<file path="src/mhtz_pkg.sv">
package mhtz_pkg;

  // window store depth
  localparam int MAX_WINDOW = 8;
  // counter wide enough to hold MAX_WINDOW itself
  localparam int CNT_W = $clog2(MAX_WINDOW + 1);
  // index into the cell row
  localparam int IDX_W = (MAX_WINDOW > 1) ? $clog2(MAX_WINDOW) : 1;
  // common width for the window count clamp
  localparam int CLAMP_W = (CNT_W > 4) ? CNT_W : 4;

  localparam int TEMP_W     = 16;
  localparam int HYST_W     = 15;
  localparam int WC_W       = 4;
  localparam int CFG_IDX_W  = 3;
  localparam int CFG_DATA_W = 16;

  localparam logic signed [TEMP_W-1:0] ERROR_TEMP = -16'sd9999;

  // register indexes
  localparam logic [CFG_IDX_W-1:0] CFG_WINDOW_COUNT = 3'd0;
  localparam logic [CFG_IDX_W-1:0] CFG_HYSTERESIS   = 3'd1;
  localparam logic [CFG_IDX_W-1:0] CFG_CRIT_HIGH    = 3'd2;
  localparam logic [CFG_IDX_W-1:0] CFG_CRIT_LOW     = 3'd3;
  localparam logic [CFG_IDX_W-1:0] CFG_WARN_LEVEL   = 3'd4;
  localparam logic [CFG_IDX_W-1:0] CFG_SENSOR_KIND  = 3'd5;

  typedef enum logic [1:0] {
    ZONE_GREEN    = 2'd0,
    ZONE_YELLOW   = 2'd1,
    ZONE_RED_LOW  = 2'd2,
    ZONE_RED_HIGH = 2'd3
  } zone_t;

  // per-cycle command to every cell of the sort row
  typedef struct packed {
    logic ins;  // insert the broadcast key
    logic clr;  // empty the row
  } cell_ctl_t;

endpackage

</file>
<file path="src/mhtz_if.sv">
interface mhtz_in_if;
  logic                                 valid;
  logic                                 ready;
  logic signed [mhtz_pkg::TEMP_W-1:0]   raw_sample;
  logic                                 read_failed;

  modport source (output valid, raw_sample, read_failed, input ready);
  modport sink   (input valid, raw_sample, read_failed, output ready);
endinterface

interface mhtz_out_if;
  logic                                 valid;
  logic                                 ready;
  logic signed [mhtz_pkg::TEMP_W-1:0]   temperature;
  logic [1:0]                           zone;
  logic                                 led_green;
  logic                                 led_yellow;
  logic                                 led_red;
  logic                                 sensor_error;

  modport source (output valid, temperature, zone, led_green, led_yellow, led_red,
                  sensor_error, input ready);
  modport sink   (input valid, temperature, zone, led_green, led_yellow, led_red,
                  sensor_error, output ready);
endinterface

</file>
<file path="src/mhtz_cell.sv">
module mhtz_cell (
  input  logic                              clk,
  input  logic                              rst,
  input  mhtz_pkg::cell_ctl_t               ctl,
  input  logic signed [mhtz_pkg::TEMP_W-1:0] key,
  input  logic signed [mhtz_pkg::TEMP_W-1:0] left_val,
  input  logic                              left_valid,
  input  logic                              left_full,
  output logic signed [mhtz_pkg::TEMP_W-1:0] val,
  output logic                              valid
);
  import mhtz_pkg::*;

  logic left_gt;
  logic self_gt;

  // left neighbor larger than key: it moves one place right into this cell
  assign left_gt = left_valid && (left_val > key);
  // empty cell counts as +inf
  assign self_gt = !valid || (val > key);

  always_ff @(posedge clk) begin
    if (rst) begin
      valid <= 1'b0;
    end else if (ctl.clr) begin
      valid <= 1'b0;
    end else if (ctl.ins) begin
      if (left_gt) begin
        val   <= left_val;
        valid <= 1'b1;
      end else if (self_gt && left_full) begin
        val   <= key;
        valid <= 1'b1;
      end
    end
  end

endmodule

</file>
<file path="src/mhtz_chain.sv">
module mhtz_chain (
  input  logic                               clk,
  input  logic                               rst,
  input  mhtz_pkg::cell_ctl_t                ctl,
  input  logic signed [mhtz_pkg::TEMP_W-1:0] key,
  input  logic [mhtz_pkg::IDX_W-1:0]         sel,
  output logic signed [mhtz_pkg::TEMP_W-1:0] median
);
  import mhtz_pkg::*;

  logic signed [TEMP_W-1:0] vals  [MAX_WINDOW];
  logic                     valids[MAX_WINDOW];

  // ascending sorted row; filled cells form a prefix
  for (genvar i = 0; i < MAX_WINDOW; i++) begin : g_cell
    if (i == 0) begin : g_head
      mhtz_cell u_cell (
        .clk        (clk),
        .rst        (rst),
        .ctl        (ctl),
        .key        (key),
        .left_val   ('0),
        .left_valid (1'b0),
        .left_full  (1'b1),
        .val        (vals[i]),
        .valid      (valids[i])
      );
    end else begin : g_body
      mhtz_cell u_cell (
        .clk        (clk),
        .rst        (rst),
        .ctl        (ctl),
        .key        (key),
        .left_val   (vals[i-1]),
        .left_valid (valids[i-1]),
        .left_full  (valids[i-1]),
        .val        (vals[i]),
        .valid      (valids[i])
      );
    end
  end

  assign median = vals[sel];

endmodule

</file>
<file path="src/median_hysteresis_thermal_zone.sv">
// Channel  | Dir | Beat payload
// ---------+-----+-------------------------------------------------------------
// in_ch    | in  | raw_sample (s16), read_failed
// out_ch   | out | temperature (s16), zone (2b), led_green/yellow/red, sensor_error
// cfg      | in  | cfg_we, cfg_index, cfg_data (write only, no read-back)
//
// Per beat: accept, insert; a beat that does not fill the window ends there, one that
// completes it goes on to median pick and emit, a failed read to emit (no pick). No new
// beat until the last is done. Sort row: one insertion per sample, one indexed read.
// rst is synchronous: sort row empty, zone green, blink bit low, registers at defaults.
// A result waits in the output register; a new beat is accepted meanwhile and only
// the emit step stalls when the previous result has not yet been taken.
module median_hysteresis_thermal_zone (
  input  logic                                 clk,
  input  logic                                 rst,
  mhtz_in_if.sink                              in_ch,
  mhtz_out_if.source                           out_ch,
  input  logic                                 cfg_we,
  input  logic [mhtz_pkg::CFG_IDX_W-1:0]       cfg_index,
  input  logic [mhtz_pkg::CFG_DATA_W-1:0]      cfg_data
);
  import mhtz_pkg::*;

  typedef enum logic [1:0] {
    S_IDLE,
    S_INSERT,
    S_PICK,
    S_EMIT
  } state_t;

  state_t state;

  // configuration
  logic [WC_W-1:0]          window_count;
  logic [HYST_W-1:0]        hysteresis;
  logic signed [TEMP_W-1:0] crit_high;
  logic signed [TEMP_W-1:0] crit_low;
  logic signed [TEMP_W-1:0] warn_level;
  logic                     sensor_kind;

  // item state
  logic signed [TEMP_W-1:0] raw_q;
  logic                     fail_q;
  logic                     err_q;
  logic [CNT_W-1:0]         held;
  logic [IDX_W-1:0]         pick_idx;
  logic signed [TEMP_W-1:0] med;
  zone_t                    zone_state;
  logic                     blink;

  // output register
  logic                     out_valid;
  logic signed [TEMP_W-1:0] temperature;
  zone_t                    zone;
  logic                     led_green;
  logic                     led_yellow;
  logic                     led_red;
  logic                     sensor_error;

  cell_ctl_t                ctl;
  logic signed [TEMP_W-1:0] key;
  logic signed [TEMP_W-1:0] median;
  logic [CNT_W-1:0]         held_next;
  logic [CLAMP_W-1:0]       clamp;
  logic                     complete;
  logic                     out_free;
  zone_t                    zone_next;
  logic signed [TEMP_W-1:0] hi_hold;
  logic signed [TEMP_W-1:0] lo_hold;
  logic signed [TEMP_W-1:0] wn_hold;
  logic                     hold;

  // type A: x10 as x8 + x2, wrapped to 16 bits
  assign key = sensor_kind ? raw_q : ((raw_q <<< 3) + (raw_q <<< 1));

  assign held_next = held + CNT_W'(1);

  // window count: 0 acts as 1, values above the depth act as the depth
  always_comb begin
    if (window_count == '0) begin
      clamp = CLAMP_W'(1);
    end else if (CLAMP_W'(window_count) > CLAMP_W'(MAX_WINDOW)) begin
      clamp = CLAMP_W'(MAX_WINDOW);
    end else begin
      clamp = CLAMP_W'(window_count);
    end
  end

  assign complete = CLAMP_W'(held_next) >= clamp;

  assign ctl.ins = (state == S_INSERT) && !fail_q;
  assign ctl.clr = ((state == S_INSERT) && fail_q) || (state == S_PICK);

  mhtz_chain u_chain (
    .clk    (clk),
    .rst    (rst),
    .ctl    (ctl),
    .key    (key),
    .sel    (pick_idx),
    .median (median)
  );

  // leaving-zone thresholds, each wrapped to 16 bits
  assign hi_hold = crit_high - TEMP_W'(hysteresis);
  assign lo_hold = crit_low + TEMP_W'(hysteresis);
  assign wn_hold = warn_level - TEMP_W'(hysteresis);

  always_comb begin
    unique case (zone_state)
      ZONE_RED_HIGH: hold = med >= hi_hold;
      ZONE_RED_LOW:  hold = med < lo_hold;
      ZONE_YELLOW:   hold = (med >= wn_hold) && (med < crit_high);
      ZONE_GREEN:    hold = 1'b0;
    endcase
    if (hold) begin
      zone_next = zone_state;
    end else if (med >= crit_high) begin
      zone_next = ZONE_RED_HIGH;
    end else if (med < crit_low) begin
      zone_next = ZONE_RED_LOW;
    end else if (med >= warn_level) begin
      zone_next = ZONE_YELLOW;
    end else begin
      zone_next = ZONE_GREEN;
    end
  end

  assign out_free = !out_valid || out_ch.ready;

  always_ff @(posedge clk) begin
    if (rst) begin
      state        <= S_IDLE;
      held         <= '0;
      zone_state   <= ZONE_GREEN;
      blink        <= 1'b0;
      out_valid    <= 1'b0;
      window_count <= WC_W'(1);
      hysteresis   <= '0;
      crit_high    <= 16'sd850;
      crit_low     <= '0;
      warn_level   <= 16'sd700;
      sensor_kind  <= 1'b0;
    end else begin
      if (cfg_we) begin
        unique case (cfg_index)
          CFG_WINDOW_COUNT: window_count <= cfg_data[WC_W-1:0];
          CFG_HYSTERESIS:   hysteresis   <= cfg_data[HYST_W-1:0];
          CFG_CRIT_HIGH:    crit_high    <= cfg_data;
          CFG_CRIT_LOW:     crit_low     <= cfg_data;
          CFG_WARN_LEVEL:   warn_level   <= cfg_data;
          CFG_SENSOR_KIND:  sensor_kind  <= cfg_data[0];
          default: ;
        endcase
      end

      // an emit in the same cycle refills the register instead
      if (out_valid && out_ch.ready && !(state == S_EMIT)) begin
        out_valid <= 1'b0;
      end

      unique case (state)
        S_IDLE: begin
          if (in_ch.valid) begin
            raw_q  <= in_ch.raw_sample;
            fail_q <= in_ch.read_failed;
            state  <= S_INSERT;
          end
        end
        S_INSERT: begin
          if (fail_q) begin
            // partial window dropped by the row clear
            held  <= '0;
            blink <= ~blink;
            err_q <= 1'b1;
            state <= S_EMIT;
          end else if (complete) begin
            held     <= '0;
            err_q    <= 1'b0;
            pick_idx <= IDX_W'(held_next >> 1);
            state    <= S_PICK;
          end else begin
            held  <= held_next;
            state <= S_IDLE;
          end
        end
        S_PICK: begin
          med   <= median;
          state <= S_EMIT;
        end
        S_EMIT: begin
          if (out_free) begin
            out_valid <= 1'b1;
            if (err_q) begin
              temperature  <= ERROR_TEMP;
              zone         <= zone_state;
              led_green    <= 1'b0;
              led_yellow   <= 1'b0;
              led_red      <= blink;
              sensor_error <= 1'b1;
            end else begin
              zone_state   <= zone_next;
              temperature  <= med;
              zone         <= zone_next;
              led_green    <= zone_next == ZONE_GREEN;
              led_yellow   <= zone_next == ZONE_YELLOW;
              led_red      <= (zone_next == ZONE_RED_LOW) || (zone_next == ZONE_RED_HIGH);
              sensor_error <= 1'b0;
            end
            state <= S_IDLE;
          end
        end
      endcase
    end
  end

  assign in_ch.ready         = state == S_IDLE;
  assign out_ch.valid        = out_valid;
  assign out_ch.temperature  = temperature;
  assign out_ch.zone         = zone;
  assign out_ch.led_green    = led_green;
  assign out_ch.led_yellow   = led_yellow;
  assign out_ch.led_red      = led_red;
  assign out_ch.sensor_error = sensor_error;

endmodule

</file>
<file path="src/flat_wrapper.sv">
// flat-port wrapper written by rule: the top's interface ports become plain ports
module median_hysteresis_thermal_zone_flat import mhtz_pkg::*;
  (clk, rst, cfg_we, cfg_index, cfg_data, in_ch_valid, in_ch_raw_sample, in_ch_read_failed, in_ch_ready, out_ch_valid, out_ch_temperature, out_ch_zone, out_ch_led_green, out_ch_led_yellow, out_ch_led_red, out_ch_sensor_error, out_ch_ready);
  mhtz_in_if in_ch_i ();
  mhtz_out_if out_ch_i ();
  input  logic clk;
  input  logic rst;
  input  logic cfg_we;
  input  logic [mhtz_pkg::CFG_IDX_W-1:0] cfg_index;
  input  logic [mhtz_pkg::CFG_DATA_W-1:0] cfg_data;
  input wire logic [$bits(in_ch_i.valid)-1:0] in_ch_valid;
  input wire logic [$bits(in_ch_i.raw_sample)-1:0] in_ch_raw_sample;
  input wire logic [$bits(in_ch_i.read_failed)-1:0] in_ch_read_failed;
  output wire logic [$bits(in_ch_i.ready)-1:0] in_ch_ready;
  output wire logic [$bits(out_ch_i.valid)-1:0] out_ch_valid;
  output wire logic [$bits(out_ch_i.temperature)-1:0] out_ch_temperature;
  output wire logic [$bits(out_ch_i.zone)-1:0] out_ch_zone;
  output wire logic [$bits(out_ch_i.led_green)-1:0] out_ch_led_green;
  output wire logic [$bits(out_ch_i.led_yellow)-1:0] out_ch_led_yellow;
  output wire logic [$bits(out_ch_i.led_red)-1:0] out_ch_led_red;
  output wire logic [$bits(out_ch_i.sensor_error)-1:0] out_ch_sensor_error;
  input wire logic [$bits(out_ch_i.ready)-1:0] out_ch_ready;
  assign in_ch_i.valid = in_ch_valid;
  assign in_ch_i.raw_sample = in_ch_raw_sample;
  assign in_ch_i.read_failed = in_ch_read_failed;
  assign in_ch_ready = in_ch_i.ready;
  assign out_ch_valid = out_ch_i.valid;
  assign out_ch_temperature = out_ch_i.temperature;
  assign out_ch_zone = out_ch_i.zone;
  assign out_ch_led_green = out_ch_i.led_green;
  assign out_ch_led_yellow = out_ch_i.led_yellow;
  assign out_ch_led_red = out_ch_i.led_red;
  assign out_ch_sensor_error = out_ch_i.sensor_error;
  assign out_ch_i.ready = out_ch_ready;
  median_hysteresis_thermal_zone u_core (.clk(clk), .rst(rst), .in_ch(in_ch_i), .out_ch(out_ch_i), .cfg_we(cfg_we), .cfg_index(cfg_index), .cfg_data(cfg_data));
endmodule
</file>
<file path="config.mk">
export PLATFORM = sky130hd
export DESIGN_NAME = median_hysteresis_thermal_zone_flat
export DESIGN_NICKNAME = d
export VERILOG_FILES = /design/src/mhtz_pkg.sv /design/src/mhtz_if.sv /design/src/mhtz_cell.sv /design/src/mhtz_chain.sv /design/src/median_hysteresis_thermal_zone.sv /design/src/flat_wrapper.sv
export SDC_FILE = /design/constraint.sdc
export NUM_CORES = 1
export LEC_CHECK = 0
export BUFFER_PORTS_ARGS = -buffer_cell sky130_fd_sc_hd__buf_2
export CAP_MARGIN = 20
export CORE_MARGIN = 1
export CORE_UTILIZATION = 60
export CTS_CLUSTER_SIZE = 40
export DETAILED_ROUTE_END_ITERATION = 16
export PLACE_DENSITY = 0.88
export SYNTH_ARGS = -nofsm -noshare
export SYNTH_HDL_FRONTEND = slang
export SYNTH_HIERARCHICAL = 1
export SYNTH_SLANG_ARGS = --single-unit
</file>
<file path="constraint.sdc">
create_clock -name clk -period 7.62 [get_ports clk]
set_clock_uncertainty 0.1 [all_clocks]
set_input_delay 1.524 -clock clk [delete_from_list [all_inputs] [get_ports clk]]
set_output_delay 1.524 -clock clk [all_outputs]
set_load 0.02 [all_outputs]
</file>
==> reports/qor.yml <==
layout:
  final_cell_mix: "412 x ha_1, 249 x inv_1, 230 x a21oi_1"
  fill_cells: 2771
  syn2layout_area_growth_pct: 8.808
  drive_above_1_share_pct: 13.93
  seq_area_um2: 7337
  nets: 2901
  fin_util_pct: 66.82
  multiInputGateArea_um2: 14900
  final_common_cell: "ha_1"
setup_path:
  crit_path_start_kind: "flip-flop"
  crit_chain: "ha_1 > inv_1 > fa_1 > nor2b_1 > o21a_1 > o21ai_0 > a221oi_1 > a21oi_1 > xor2_1 > o21ai_1 > inv_1 > ha_1 > nand4_1 > or4_1 > o21bai_1 > a31oi_1 > o31ai_1 > a21oi_1 > buf_4"
  crit_required_ns: 7.81
  reg2reg_to: "u_core/u_chain/g_cell[0].g_head.u_cell/val[7]"
  rrSetupSlack_ns: 1.46
  r2r_cells: 19
  worstPathMaxFanout: 9
  critPathArrivalTime_ns: 6.35
  slowest_stage: "a21oi_1"
  cpPeakStageDelay_ns: 0.75
  critical_path_class: "reg2reg"
  cp-end-kind: "flip-flop"
  r2r_start: "u_core/raw_q[2]"
sta:
  fin_crit_ns: 6.163
  finalCritPeriodShare_pct: 80.88
  holdWs_ns: 0.3598
  setup_ws_ns: 1.457
  max_freq_mhz: 162.2
  hold_viol: 0
  slew_headroom_pct: 16.77
  worst_slew_pin_slew_ns: 1.247
  grt_setup_unrepaired: "false"
  slew_viol_final: 0
  finalSetupTns_ns: 0
  setup_viol: 0
synth:
  synth_top_area_share_pct: 24.10
  yosys.area.top_type: "edfxtp_1"
  ys_warn_count: 6
  syn_area_per_cell_um2: 10.01
  synthArstFlopShare_pct: 0
  ys_ff_latch: 273
  ys.flop_type: "edfxtp_1"
  synth_cell_types: 82
  synth_cells: 2328
  synth_area_leaders: "edfxtp_1 24%, ha_1 22%, dfxtp_1 7.4%"
  ys_seq_area_share_pct: 31.49
  netlist_area_um2: 23300
  synth_edf_count: 187
global_routing:
  busiest_layer: "met2"
  use_met3_pct: 6.663
  met1_usage_pct: 44.74
  grt_max_degree: 77
  track_usage_pct: 34.84
  grt-ovfl-total: 0
  grt_pass1_wl_um: 105600
  use_met2_pct: 55.44
  first_global_vias: 19260
  antenna_found_initial: 3
clocking:
  clk_pin_slew_ns: 0.06
  cts-root-buf: "clkbuf_16"
  hold_buffers: 0
  clock_latency_ns: 0.60
  cts_setup_buffers: 0
  ctsHtreeMaxLevel: 1
  clk_path_buf_depth: 3
  clock-sinks: 273
  cts_tree: "done"
  cts_inserted_buffers: 31
  cts_resized: 0
power:
  pwr-share-comb_pct: 32.8
  p_int_uw: 3153
  leakage_uw: 0.01100
  vdd_drop_max_mv: 0.2356
  p_sw_share_pct: 33.45
  p_total_uw: 4738
  p_clk_share_pct: 31.4
  power-per-cell-area_nw_per_um2: 186.9
  p_switching_uw: 1585
  seqPwrFrac_pct: 35.7
status:
  status: "complete, no violations"
die:
  core_um2: 37930
  top_level_ports: 65
  fp.dieArea_um2: 39620
  die_height_um: 199.0
  initial_core_util_pct: 61.41
  rows: 71
  die-width_um: 199.0
routing:
  dr.pass1.iters: 8
  drcViolationCount: 0
  vias: 19660
  routed_wl_um: 69160
  drtAntennaViolNets: 0
  viasPerCell: 6.594
  drt_iter0_drc: 2182
  wire_per_inst_um: 23.19
placement:
  io_buffers: 64
  pre_cts_slack_ns: 1.550
  gp_congestion: 0.9901
  hpwl_um: 52280
min_path:
  hp-start: "u_core/crit_low[15]"
  hp-class: "reg2reg"
  whs_endpoint: "u_core/crit_low[15]"
  hold_depth: 2
job:
  cap_violations: 0
per-stage QoR:
stage | instances | area, um^2
finish | 2982 | 25350
global route | 2980 | 25340
CTS | 2980 | 25340
detailed placement | 2922 | 24350
global placement | 2922 | 24350
floorplan | 2361 | 23420
registers in the layout, indices dropped and copies added (netlist names), 2 cells and up, named ones only:
name and count:
u_core/crit_low 16, u_core/window_count 4, u_core/med 16, u_core/u_chain/g_cell.g_head.u_cell/val 16, u_core/pick_idx 3, u_core/crit_high 16
u_core/zone_state 2, u_core/out_ch.zone 2, u_core/held 4, u_core/u_chain/g_cell.g_body.u_cell/val 112, u_core/hysteresis 15, u_core/u_chain/g_cell.g_body.u_cell/valid 7
u_core/warn_level 16, u_core/raw_q 16, u_core/out_ch.temperature 16
cell usage after synthesis (9+ instances only):
library cell and n:
or2_2 17, a21boi_0 10, o21bai_1 16, nand2b_1 18, and2_1 9, nand2_1 220
a211oi_1 13, o211ai_1 20, nor2_1 103, nand3_1 29, clkbuf_1 26, and3_1 16
o31ai_1 13, nor2b_1 28, o22ai_1 9, a21oi_1 230, inv_1 249, mux2_2 84
dfxtp_1 86, xnor2_1 21, o21ai_0 67, mux4_1 28, mux2_4 65, edfxtp_1 187
buf_6 11, a31oi_1 20, and4_1 9, ha_1 412, xor2_1 30, a21o_1 36
nand4_1 59, nor3_1 38
area by class of cell:
type                            instances  area share, %
Multi-Input combinational cell       1796          58.77
Sequential cell                       273          28.95
Inverter                              249          3.687
Clock buffer                           39          3.218
Tap cell                              511          2.522
Timing Repair Buffer                   93          2.123
Clock inverter                         19         0.7157
Antenna cell                            2        0.01974
how the worst max path moves through the flow:
stage                               start                                              to  slack [ns]
after floorplan           u_core/raw_q[2]   u_core/u_chain/g_cell[1].g_body.u_cell/val[0]        1.78
after global placement    u_core/raw_q[2]  u_core/u_chain/g_cell[2].g_body.u_cell/val[14]        1.80
after detailed placement  u_core/raw_q[2]   u_core/u_chain/g_cell[0].g_head.u_cell/val[7]        1.55
after CTS                 u_core/raw_q[2]   u_core/u_chain/g_cell[0].g_head.u_cell/val[7]        1.51
after global routing      u_core/raw_q[2]   u_core/u_chain/g_cell[1].g_body.u_cell/val[4]        1.06
final                     u_core/raw_q[2]   u_core/u_chain/g_cell[0].g_head.u_cell/val[7]        1.46
power groups by stage:
stage	sequential (uW)	combinational (uW)	clock, uW
3_5_place_dp	1720	1490	0
2_1_floorplan	1710	1090	0
6_report	1690	1550	1490
3_3_place_gp	1720	1410	0
5_1_grt	1700	1690	1560
4_1_cts	1690	1510	1500
kinds of logic after synthesis:
logic type | Yosys count | synth area share (%)
adder cells (fa/ha/maj) | 416 | 22.47
AND/OR/NAND/NOR | 592 | 12.79
other | 2 | 0.03224
buffers and inverters | 292 | 5.135
flip-flops | 273 | 31.49
XOR/XNOR | 51 | 1.917
AO/OA/AOI/OAI | 513 | 14.02
multiplexers | 189 | 12.14
worst max-delay path, delay by kind of cell, from the launching register on:
kind	cells	cell delay, ns
AOI/OAI and AO/OA	9	2.85
xor gates and xnor gates	1	0.16
adders and majority gates	3	0.96
buffers and inverters	3	0.53
DFF	1	0.39
and+or+nand+nor	3	0.84
per-layer routing:
layer / part of all wire, % / wire length (um)
met5: 0.019 / 13
met3: 12 / 7990
met1: 39 / 26850
met4: 5.4 / 3763
met2: 44 / 30540
Power figures use the tool's default switching activity.
